[src/rtl/ctqle_pkg.sv]
// ----------------------------------------------------------------------------
// ctqle_pkg
// Shared types and character codes for the console transmit queue.
// ----------------------------------------------------------------------------
package ctqle_pkg;

  localparam logic [7:0] CH_CR = 8'h0D;
  localparam logic [7:0] CH_LF = 8'h0A;
  localparam logic [7:0] CH_BS = 8'h08;
  localparam logic [7:0] CH_SP = 8'h20;

  // expansion class of one character
  typedef enum logic [1:0] {
    CLS_PLAIN = 2'd0,
    CLS_NL    = 2'd1,
    CLS_BS    = 2'd2
  } cls_t;

  // classified command handed from the front to the back
  typedef struct packed {
    logic       kind;
    logic       enq;
    cls_t       cls;
    logic [7:0] b0;
    logic       tx_empty;
  } cmd_t;

endpackage

[src/rtl/console_tx_queue_with_line_expansion.sv]
// ----------------------------------------------------------------------------
// console_tx_queue_with_line_expansion
// Console transmit byte queue with newline and backspace expansion, echo of
// received characters and transmitter service.
// ----------------------------------------------------------------------------
//   channel   handshake        payload
//   in_       in_push/in_full  kind, char_in, rx_ready, rx_char, tx_empty
//   out_      out_pop/out_empty tx_valid, tx_byte, tx_irq_enable, status,
//                               fill_level
//
// an item passes through the back end in order: taking the command, writing
// each expanded byte to the single-port byte store, deciding the pop, a wait
// for the registered store read when a byte is popped, and loading the
// result. a two-entry command queue keeps taking transactions while the back
// end works or a result waits; the back end starts the next command only once
// the result register is free. synchronous reset, no clearing pass.
module console_tx_queue_with_line_expansion #(
  parameter int  QUEUE_DEPTH = 16,
  localparam int CW          = $clog2(QUEUE_DEPTH + 1)
) (
  input  logic          clk,
  input  logic          rst_n,
  input  logic          in_kind,
  input  logic [7:0]    in_char_in,
  input  logic          in_rx_ready,
  input  logic [7:0]    in_rx_char,
  input  logic          in_tx_empty,
  input  logic          in_push,
  output logic          in_full,
  output logic          out_tx_valid,
  output logic [7:0]    out_tx_byte,
  output logic          out_tx_irq_enable,
  output logic          out_status,
  output logic [CW-1:0] out_fill_level,
  output logic          out_empty,
  input  logic          out_pop
);
  import ctqle_pkg::*;

  cmd_t cmd;
  logic cmd_valid;
  logic cmd_pop;

  ctqle_front u_front (
    .clk         (clk),
    .rst_n       (rst_n),
    .in_kind     (in_kind),
    .in_char_in  (in_char_in),
    .in_rx_ready (in_rx_ready),
    .in_rx_char  (in_rx_char),
    .in_tx_empty (in_tx_empty),
    .in_push     (in_push),
    .in_full     (in_full),
    .cmd         (cmd),
    .cmd_valid   (cmd_valid),
    .cmd_pop     (cmd_pop)
  );

  ctqle_back #(
    .QUEUE_DEPTH (QUEUE_DEPTH),
    .AW          ($clog2(QUEUE_DEPTH)),
    .CW          (CW)
  ) u_back (
    .clk               (clk),
    .rst_n             (rst_n),
    .cmd               (cmd),
    .cmd_valid         (cmd_valid),
    .cmd_pop           (cmd_pop),
    .out_tx_valid      (out_tx_valid),
    .out_tx_byte       (out_tx_byte),
    .out_tx_irq_enable (out_tx_irq_enable),
    .out_status        (out_status),
    .out_fill_level    (out_fill_level),
    .out_empty         (out_empty),
    .out_pop           (out_pop)
  );

endmodule

[src/rtl/ctqle_front.sv]
// ----------------------------------------------------------------------------
// ctqle_front
// Accepts input transactions, classifies the character and holds the
// resulting commands in a two-entry queue for the back end.
// ----------------------------------------------------------------------------
module ctqle_front (
  input  logic            clk,
  input  logic            rst_n,
  input  logic            in_kind,
  input  logic [7:0]      in_char_in,
  input  logic            in_rx_ready,
  input  logic [7:0]      in_rx_char,
  input  logic            in_tx_empty,
  input  logic            in_push,
  output logic            in_full,
  output ctqle_pkg::cmd_t cmd,
  output logic            cmd_valid,
  input  logic            cmd_pop
);
  import ctqle_pkg::*;

  cmd_t       ent_r [2];
  logic       wr_sel_r, wr_sel_nxt;
  logic       rd_sel_r, rd_sel_nxt;
  logic [1:0] cnt_r, cnt_nxt;
  logic [7:0] ch;
  cmd_t       cls_cmd;
  logic       do_push;
  logic       do_pop;

  always_comb begin
    ch               = in_kind ? in_rx_char : in_char_in;
    cls_cmd.kind     = in_kind;
    cls_cmd.enq      = !in_kind || in_rx_ready;
    cls_cmd.tx_empty = in_tx_empty;
    priority if (ch == CH_CR || ch == CH_LF) begin
      cls_cmd.cls = CLS_NL;
      cls_cmd.b0  = CH_LF;
    end else if (ch == CH_BS) begin
      cls_cmd.cls = CLS_BS;
      cls_cmd.b0  = CH_BS;
    end else begin
      cls_cmd.cls = CLS_PLAIN;
      cls_cmd.b0  = ch;
    end
  end

  assign in_full   = (cnt_r == 2'd2);
  assign cmd_valid = (cnt_r != 2'd0);
  assign cmd       = ent_r[rd_sel_r];
  assign do_push   = in_push && !in_full;
  assign do_pop    = cmd_pop && cmd_valid;

  always_comb begin
    wr_sel_nxt = do_push ? !wr_sel_r : wr_sel_r;
    rd_sel_nxt = do_pop ? !rd_sel_r : rd_sel_r;
    cnt_nxt    = cnt_r + {1'b0, do_push} - {1'b0, do_pop};
  end

  always_ff @(posedge clk) begin
    if (do_push) begin
      ent_r[wr_sel_r] <= cls_cmd;
    end
  end

  always_ff @(posedge clk) begin
    if (!rst_n) begin
      wr_sel_r <= 1'b0;
      rd_sel_r <= 1'b0;
      cnt_r    <= 2'd0;
    end else begin
      wr_sel_r <= wr_sel_nxt;
      rd_sel_r <= rd_sel_nxt;
      cnt_r    <= cnt_nxt;
    end
  end

  a_cnt_bound: assert property (@(posedge clk) disable iff (!rst_n)
    cnt_r != 2'd3)
    else $error("command queue count out of range");

  a_sel_agree: assert property (@(posedge clk) disable iff (!rst_n)
    (cnt_r == 2'd0 || cnt_r == 2'd2) |-> (wr_sel_r == rd_sel_r))
    else $error("command queue pointers disagree with count");

  a_pop_nonempty: assert property (@(posedge clk) disable iff (!rst_n)
    cmd_pop |-> cmd_valid)
    else $error("back end took a command from an empty queue");

endmodule

[src/rtl/ctqle_back.sv]
// ----------------------------------------------------------------------------
// ctqle_back
// Carries out commands: writes the expansion into the byte queue one byte
// a cycle, then services the transmitter and registers the result.
// ----------------------------------------------------------------------------
module ctqle_back #(
  parameter int QUEUE_DEPTH = 16,
  parameter int AW          = $clog2(QUEUE_DEPTH),
  parameter int CW          = $clog2(QUEUE_DEPTH + 1)
) (
  input  logic            clk,
  input  logic            rst_n,
  input  ctqle_pkg::cmd_t cmd,
  input  logic            cmd_valid,
  output logic            cmd_pop,
  output logic            out_tx_valid,
  output logic [7:0]      out_tx_byte,
  output logic            out_tx_irq_enable,
  output logic            out_status,
  output logic [CW-1:0]   out_fill_level,
  output logic            out_empty,
  input  logic            out_pop
);
  import ctqle_pkg::*;

  localparam logic [CW:0]   DEPTH_W = (CW + 1)'(QUEUE_DEPTH);
  localparam logic [AW-1:0] LAST    = AW'(QUEUE_DEPTH - 1);

  typedef enum logic [4:0] {
    S_IDLE  = 5'b00001,
    S_WRITE = 5'b00010,
    S_POP   = 5'b00100,
    S_WAIT  = 5'b01000,
    S_DONE  = 5'b10000
  } state_t;

  state_t        state_r, state_nxt;
  cmd_t          cur_r, cur_nxt;
  logic [1:0]    idx_r, idx_nxt;
  logic [AW-1:0] wr_ptr_r, wr_ptr_nxt;
  logic [AW-1:0] rd_ptr_r, rd_ptr_nxt;
  logic [CW-1:0] fill_r, fill_nxt;
  logic          en_r, en_nxt;
  logic          status_r, status_nxt;
  logic          popd_r, popd_nxt;
  logic [7:0]    rd_data_r;
  logic [7:0]    mem [QUEUE_DEPTH];

  logic          res_valid_r, res_valid_nxt;
  logic          res_tx_valid_r, res_tx_valid_nxt;
  logic [7:0]    res_byte_r, res_byte_nxt;
  logic          res_irq_r, res_irq_nxt;
  logic          res_status_r, res_status_nxt;
  logic [CW-1:0] res_fill_r, res_fill_nxt;

  logic          wr_en;
  logic          rd_en;
  logic [7:0]    wr_byte;
  logic [1:0]    len_new;
  logic [1:0]    len_cur;
  logic          fits;

  function automatic logic [1:0] exp_len(cls_t c);
    logic [1:0] n;
    unique case (c)
      CLS_PLAIN: n = 2'd1;
      CLS_NL:    n = 2'd2;
      CLS_BS:    n = 2'd3;
      default:   n = 2'd1;
    endcase
    return n;
  endfunction

  assign len_new = exp_len(cmd.cls);
  assign len_cur = exp_len(cur_r.cls);
  assign fits    = ({1'b0, fill_r} + {{(CW - 1){1'b0}}, len_new}) <= DEPTH_W;

  always_comb begin
    unique case (idx_r)
      2'd0:    wr_byte = cur_r.b0;
      2'd1:    wr_byte = (cur_r.cls == CLS_BS) ? CH_SP : CH_CR;
      default: wr_byte = CH_BS;
    endcase
  end

  always_comb begin
    state_nxt        = state_r;
    cur_nxt          = cur_r;
    idx_nxt          = idx_r;
    wr_ptr_nxt       = wr_ptr_r;
    rd_ptr_nxt       = rd_ptr_r;
    fill_nxt         = fill_r;
    en_nxt           = en_r;
    status_nxt       = status_r;
    popd_nxt         = popd_r;
    cmd_pop          = 1'b0;
    wr_en            = 1'b0;
    rd_en            = 1'b0;
    res_valid_nxt    = res_valid_r && !out_pop;
    res_tx_valid_nxt = res_tx_valid_r;
    res_byte_nxt     = res_byte_r;
    res_irq_nxt      = res_irq_r;
    res_status_nxt   = res_status_r;
    res_fill_nxt     = res_fill_r;
    unique case (state_r)
      S_IDLE: begin
        if (cmd_valid && !res_valid_r) begin
          cmd_pop    = 1'b1;
          cur_nxt    = cmd;
          idx_nxt    = 2'd0;
          popd_nxt   = 1'b0;
          status_nxt = cmd.enq && !fits;
          state_nxt  = (cmd.enq && fits) ? S_WRITE : S_POP;
        end
      end
      S_WRITE: begin
        wr_en      = 1'b1;
        wr_ptr_nxt = (wr_ptr_r == LAST) ? '0 : wr_ptr_r + AW'(1);
        fill_nxt   = fill_r + CW'(1);
        idx_nxt    = idx_r + 2'd1;
        if (idx_r == len_cur - 2'd1) begin
          en_nxt    = 1'b1;
          state_nxt = S_POP;
        end
      end
      S_POP: begin
        if (cur_r.kind && fill_r != '0 && cur_r.tx_empty) begin
          rd_en      = 1'b1;
          rd_ptr_nxt = (rd_ptr_r == LAST) ? '0 : rd_ptr_r + AW'(1);
          fill_nxt   = fill_r - CW'(1);
          popd_nxt   = 1'b1;
          if (fill_r == CW'(1)) begin
            en_nxt = 1'b0;
          end
          state_nxt = S_WAIT;
        end else begin
          state_nxt = S_DONE;
        end
      end
      S_WAIT: begin
        state_nxt = S_DONE;
      end
      S_DONE: begin
        res_valid_nxt    = 1'b1;
        res_tx_valid_nxt = popd_r;
        res_byte_nxt     = popd_r ? rd_data_r : 8'd0;
        res_irq_nxt      = en_r;
        res_status_nxt   = status_r;
        res_fill_nxt     = fill_r;
        state_nxt        = S_IDLE;
      end
      default: begin
        state_nxt = S_IDLE;
      end
    endcase
  end

  // byte store, read data registered
  always_ff @(posedge clk) begin
    if (wr_en) begin
      mem[wr_ptr_r] <= wr_byte;
    end
    if (rd_en) begin
      rd_data_r <= mem[rd_ptr_r];
    end
  end

  always_ff @(posedge clk) begin
    cur_r          <= cur_nxt;
    idx_r          <= idx_nxt;
    status_r       <= status_nxt;
    popd_r         <= popd_nxt;
    res_tx_valid_r <= res_tx_valid_nxt;
    res_byte_r     <= res_byte_nxt;
    res_irq_r      <= res_irq_nxt;
    res_status_r   <= res_status_nxt;
    res_fill_r     <= res_fill_nxt;
  end

  always_ff @(posedge clk) begin
    if (!rst_n) begin
      state_r     <= S_IDLE;
      wr_ptr_r    <= '0;
      rd_ptr_r    <= '0;
      fill_r      <= '0;
      en_r        <= 1'b0;
      res_valid_r <= 1'b0;
    end else begin
      state_r     <= state_nxt;
      wr_ptr_r    <= wr_ptr_nxt;
      rd_ptr_r    <= rd_ptr_nxt;
      fill_r      <= fill_nxt;
      en_r        <= en_nxt;
      res_valid_r <= res_valid_nxt;
    end
  end

  assign out_empty         = !res_valid_r;
  assign out_tx_valid      = res_tx_valid_r;
  assign out_tx_byte       = res_byte_r;
  assign out_tx_irq_enable = res_irq_r;
  assign out_status        = res_status_r;
  assign out_fill_level    = res_fill_r;

  a_fill_bound: assert property (@(posedge clk) disable iff (!rst_n)
    {1'b0, fill_r} <= DEPTH_W)
    else $error("byte queue fill above depth");

  a_write_room: assert property (@(posedge clk) disable iff (!rst_n)
    wr_en |-> ({1'b0, fill_r} < DEPTH_W))
    else $error("byte written into a full queue");

  a_read_data: assert property (@(posedge clk) disable iff (!rst_n)
    rd_en |-> (fill_r != '0))
    else $error("byte read from an empty queue");

  a_done_free: assert property (@(posedge clk) disable iff (!rst_n)
    (state_r == S_DONE) |-> !res_valid_r)
    else $error("result register overwritten before it was taken");

endmodule
[config.mk]
export PLATFORM = sky130hd
export DESIGN_NAME = console_tx_queue_with_line_expansion
export DESIGN_NICKNAME = d
export VERILOG_FILES = /design/src/rtl/ctqle_pkg.sv /design/src/rtl/console_tx_queue_with_line_expansion.sv /design/src/rtl/ctqle_front.sv /design/src/rtl/ctqle_back.sv
export SDC_FILE = /design/constraint.sdc
export NUM_CORES = 1
export LEC_CHECK = 0
export BUFFER_PORTS_ARGS = -buffer_cell sky130_fd_sc_hd__buf_2
export CAP_MARGIN = 20
export CORE_MARGIN = 2
export CORE_UTILIZATION = 45
export DETAILED_ROUTE_END_ITERATION = 10
export GPL_TIMING_DRIVEN = 0
export PLACE_DENSITY = 0.59
export SLEW_MARGIN = 30
export SYNTH_ARGS = -nofsm -noshare
export SYNTH_HDL_FRONTEND = slang
export SYNTH_SLANG_ARGS = --single-unit
[constraint.sdc]
create_clock -name clk -period 2.99 [get_ports clk]
set_clock_uncertainty 0.1 [all_clocks]
set_input_delay 0.1495 -clock clk [delete_from_list [all_inputs] [get_ports clk]]
set_output_delay 0.1495 -clock clk [all_outputs]
set_load 0.01 [all_outputs]
==> summary.md <==
| Metric | Value |
|---|---|
| Hold Fails Final Rpt | `0` |
| Die H | `146 um` |
| Worst path bufs/invs | `1` |
| Synth area leaders | `edfxtp_1 (64%), mux4_2 (7.9%), dfxtp_1 (5.5%)` |
| Post-CTS setup buffers | `0` |
| RSZ-0062 raised after global routing | `yes` |
| Htree depth | `1` |
| Share of the synthesized area in the top cell type | `0.641` |
| Antenna violations before repair | `0` |
| Initial core utilization | `0.462` |
| Rel. slew slack | `0.440` |
| Post-route setup TNS | `0 ns` |
| Asr flop ratio synth | `0` |
| EDFF count, synth | `194` |
| Top Ports | `41` |
| CP Capture Type | `register` |
| Largest net degree at the start of global routing | `18` |
| Max Slew Vio Count | `0` |
| Final worst path period share | `0.955` |
| R2R Setup Slk | `0.13 ns` |
| Clock Latency Late Sink | `0.50 ns` |
| Post-synth top cells | `edfxtp_1 (194), nand2_1 (37), mux4_2 (32)` |
| Drt wl/cell | `19.4 um` |
| Post-synthesis cell area | `9090 sq um` |
| Most frequent cell after synthesis | `edfxtp_1` |
| Slowest CP cell | `nor2_1` |
| Required @ worst endpoint | `3.01 ns` |
| GRT met3 Usage | `0.0266` |
| Total power | `7.63 mW` |
| Seq cells post-synth | `219` |
| Arrival time worst endpoint | `2.88 ns` |
| Setup violations, final | `0` |
| Max-Cap Viols | `0` |
| Leading area contributor after synthesis | `edfxtp_1` |
| DP HPWL | `12000 um` |
| Nets@finish | `693` |
| Worst path cell trace | `nor4b_4, and2_0, buf_4, nand2_1, nor2_1` |
| R2R cell count | `5` |
| CP endpoint | `u_back.mem[8][3]` |
| CTS max path bufs | `3` |
| Num CTS Buffers | `23` |
| Die W | `146 um` |
| GR peak layer | `met2` |
| Final core occ | `0.535` |
| Worst-Margin Slew | `0.836 ns` |
| HP Class | `input port to register` |
| Antenna diodes | `0` |
| Routed vias | `5038` |
| Synth Flop Type | `edfxtp_1` |
| Via-per-instance ratio | `5.39` |
| Num rows | `51` |
| Achievable clock frequency | `0.350 GHz` |
| Routed Antenna Nets | `0` |
| CTS tree | `yes` |
| Overflow after GRT | `0` |
| Detailed Routing Iterations Pass 1 | `5` |
| Synth Instances | `571` |
| Syn_nets | `610` |
| Worst setup startpoint | `u_back.state_r[2]` |
| Post-synthesis sequential area ratio | `0.696` |
| Met1 usage | `0.230` |
| Dpl ws | `-0.291 ns` |
| Crit start category | `register` |
| Worst setup margin | `0.135 ns` |
| Drt initial violations | `393` |
| Leakage | `3.54 nW` |
| Critical Path Max Stage Delay | `0.69 ns` |
| Final WL | `18100 um` |
| Layout cell share with drive strength beyond 1 | `0.210` |
| Fin Hold WS | `0.0211 ns` |
| Met2 Usage GRT | `0.297` |
| Area Growth Syn to Fin | `15.7%` |
| Vias in the first global route | `5181` |
| R2R Path Start | `u_back.state_r[2]` |
| Critical path class | `register to register` |
| # DRC | `0` |
| Worst R2R End | `u_back.mem[8][3]` |
| Min Tclk post-route | `2.86 ns` |
| PortBufs | `40` |
| Clock Root Buffer | `clkbuf_16` |
| Die ar. | `21300 sq um` |
| Synth unique cells | `60` |
| CP max FO | `10` |
| Placer Congestion | `0.803` |
| Yosys warns | `0` |
| Clock sinks | `219` |
| Worst path depth | `5` |
| Tot GR Track Use | `0.171` |
| First-pass GRT wire length | `28500 um` |
| Pwr dens | `725 nW/um^2` |
| Avg Cell Area, Syn | `15.9 sq um` |
| Crit-path leading delay family | `simple AND/OR/NAND/NOR gates` |
| Max VDD drop | `0.327 mV` |
| Status | `finished clean` |
| Core area | `19700 sq um` |
| Fill cells | `1697` |
| Reg clk slew, reported paths | `0.06 ns` |
==> power by group <==
part | internal, mW | total (mW) | switching (mW)
Clock | 1.49 | 2.59 | 1.09
Combinational | 0.339 | 1.08 | 0.739
Sequential | 3.85 | 3.96 | 0.110
Total | 5.69 | 7.63 | 1.94
==> tightest hold or removal path: cells and delay by family <==
| kind | cells | cell delay, ns |
|---|---|---|
| compound gates | 1 | 0.09 |
| buf+inv | 2 | 0.18 |
==> worst min-delay path by stage <==
stage,from,slack [ns],cells past startpoint,to
global placement,in_tx_empty,0.24,1,u_front.ent_r[1][0]
finish,in_char_in[0],0.02,3,u_front.ent_r[1][1]
global route,in_char_in[0],0.03,3,u_front.ent_r[1][1]
CTS,in_char_in[0],0.0002,3,u_front.ent_r[0][1]
detailed placement,in_tx_empty,0.24,1,u_front.ent_r[1][0]
floorplan,in_tx_empty,0.15,0,u_front.ent_r[0][0]
==> cells in the final DEF, fill, tap and decap left out, drive strengths merged, types with 13 or more instances in the layout <==
master | synthesis | routed
edfxtp | 194 | 194
buf | 12 | 53
clkbuf | 12 | 42
nand2 | 38 | 38
mux4 | 32 | 32
nor2 | 30 | 30
inv | 29 | 29
dfxtp | 25 | 25
a21oi | 18 | 18
dlygate4sd3 | 0 | 17
and2 | 16 | 16
mux2 | 15 | 15
ha | 15 | 15
a211oi | 13 | 13
mux2i | 13 | 13
==> final cells by class <==
class                   instances  area [sq um]  area share
plain buffers                  24           130      0.0124
clock buffers                  30           602      0.0572
clock inverters                11          71.3     0.00678
inverters                      29           109      0.0104
multi-input cells             299          2570       0.244
flip-flops and latches        219          6330       0.602
well taps                     265           332      0.0315
repair buffers                 58           375      0.0357
==> repair_timing <==
| item | CTS | global route |
|---|---|---|
| hold buffers | 17 | 0 |
| endpoints found under the hold margin | 25 | 0 |
| gates resized for setup | 2 | 7 |
| setup endpoints to repair | 3 | 43 |
| pin swaps | 0 | 1 |
==> state kept, by name (all words and copies together) (netlist names), 4 cells and up, named ones only <==
| name | cells |
|---|---|
| u_back.cur_r | 12 |
| u_back.fill_r | 5 |
| u_back.mem | 128 |
| u_back.out_fill_level | 5 |
| u_back.out_tx_byte | 8 |
| u_back.rd_data_r | 8 |
| u_back.rd_ptr_r | 4 |
| u_back.state_r | 5 |
| u_back.wr_ptr_r | 4 |
| u_front.ent_r | 26 |
==> stage by stage <==
step / cells / cell area [sq um]
after detailed placement: 877 / 9650
final: 935 / 10500
after global routing: 935 / 10500
after floorplan: 571 / 9090
after CTS: 935 / 10500
after global placement: 876 / 9620
==> layer usage <==
layer	up-vias	wire, um
li1	2355	-
met1	2509	7800
met2	141	9040
met3	33	952
met4	0	319
met5	-	0
==> kinds of logic after synthesis <==
family,after synthesis,synth area share
DFF,219,0.696
AOI/OAI and AO/OA,72,0.0532
muxes,60,0.112
and+or+nand+nor,145,0.0843
adders and majority gates,16,0.0229
buffers and inverters,53,0.0255
xor gates and xnor gates,6,0.00578
Power figures use the tool's default switching activity.
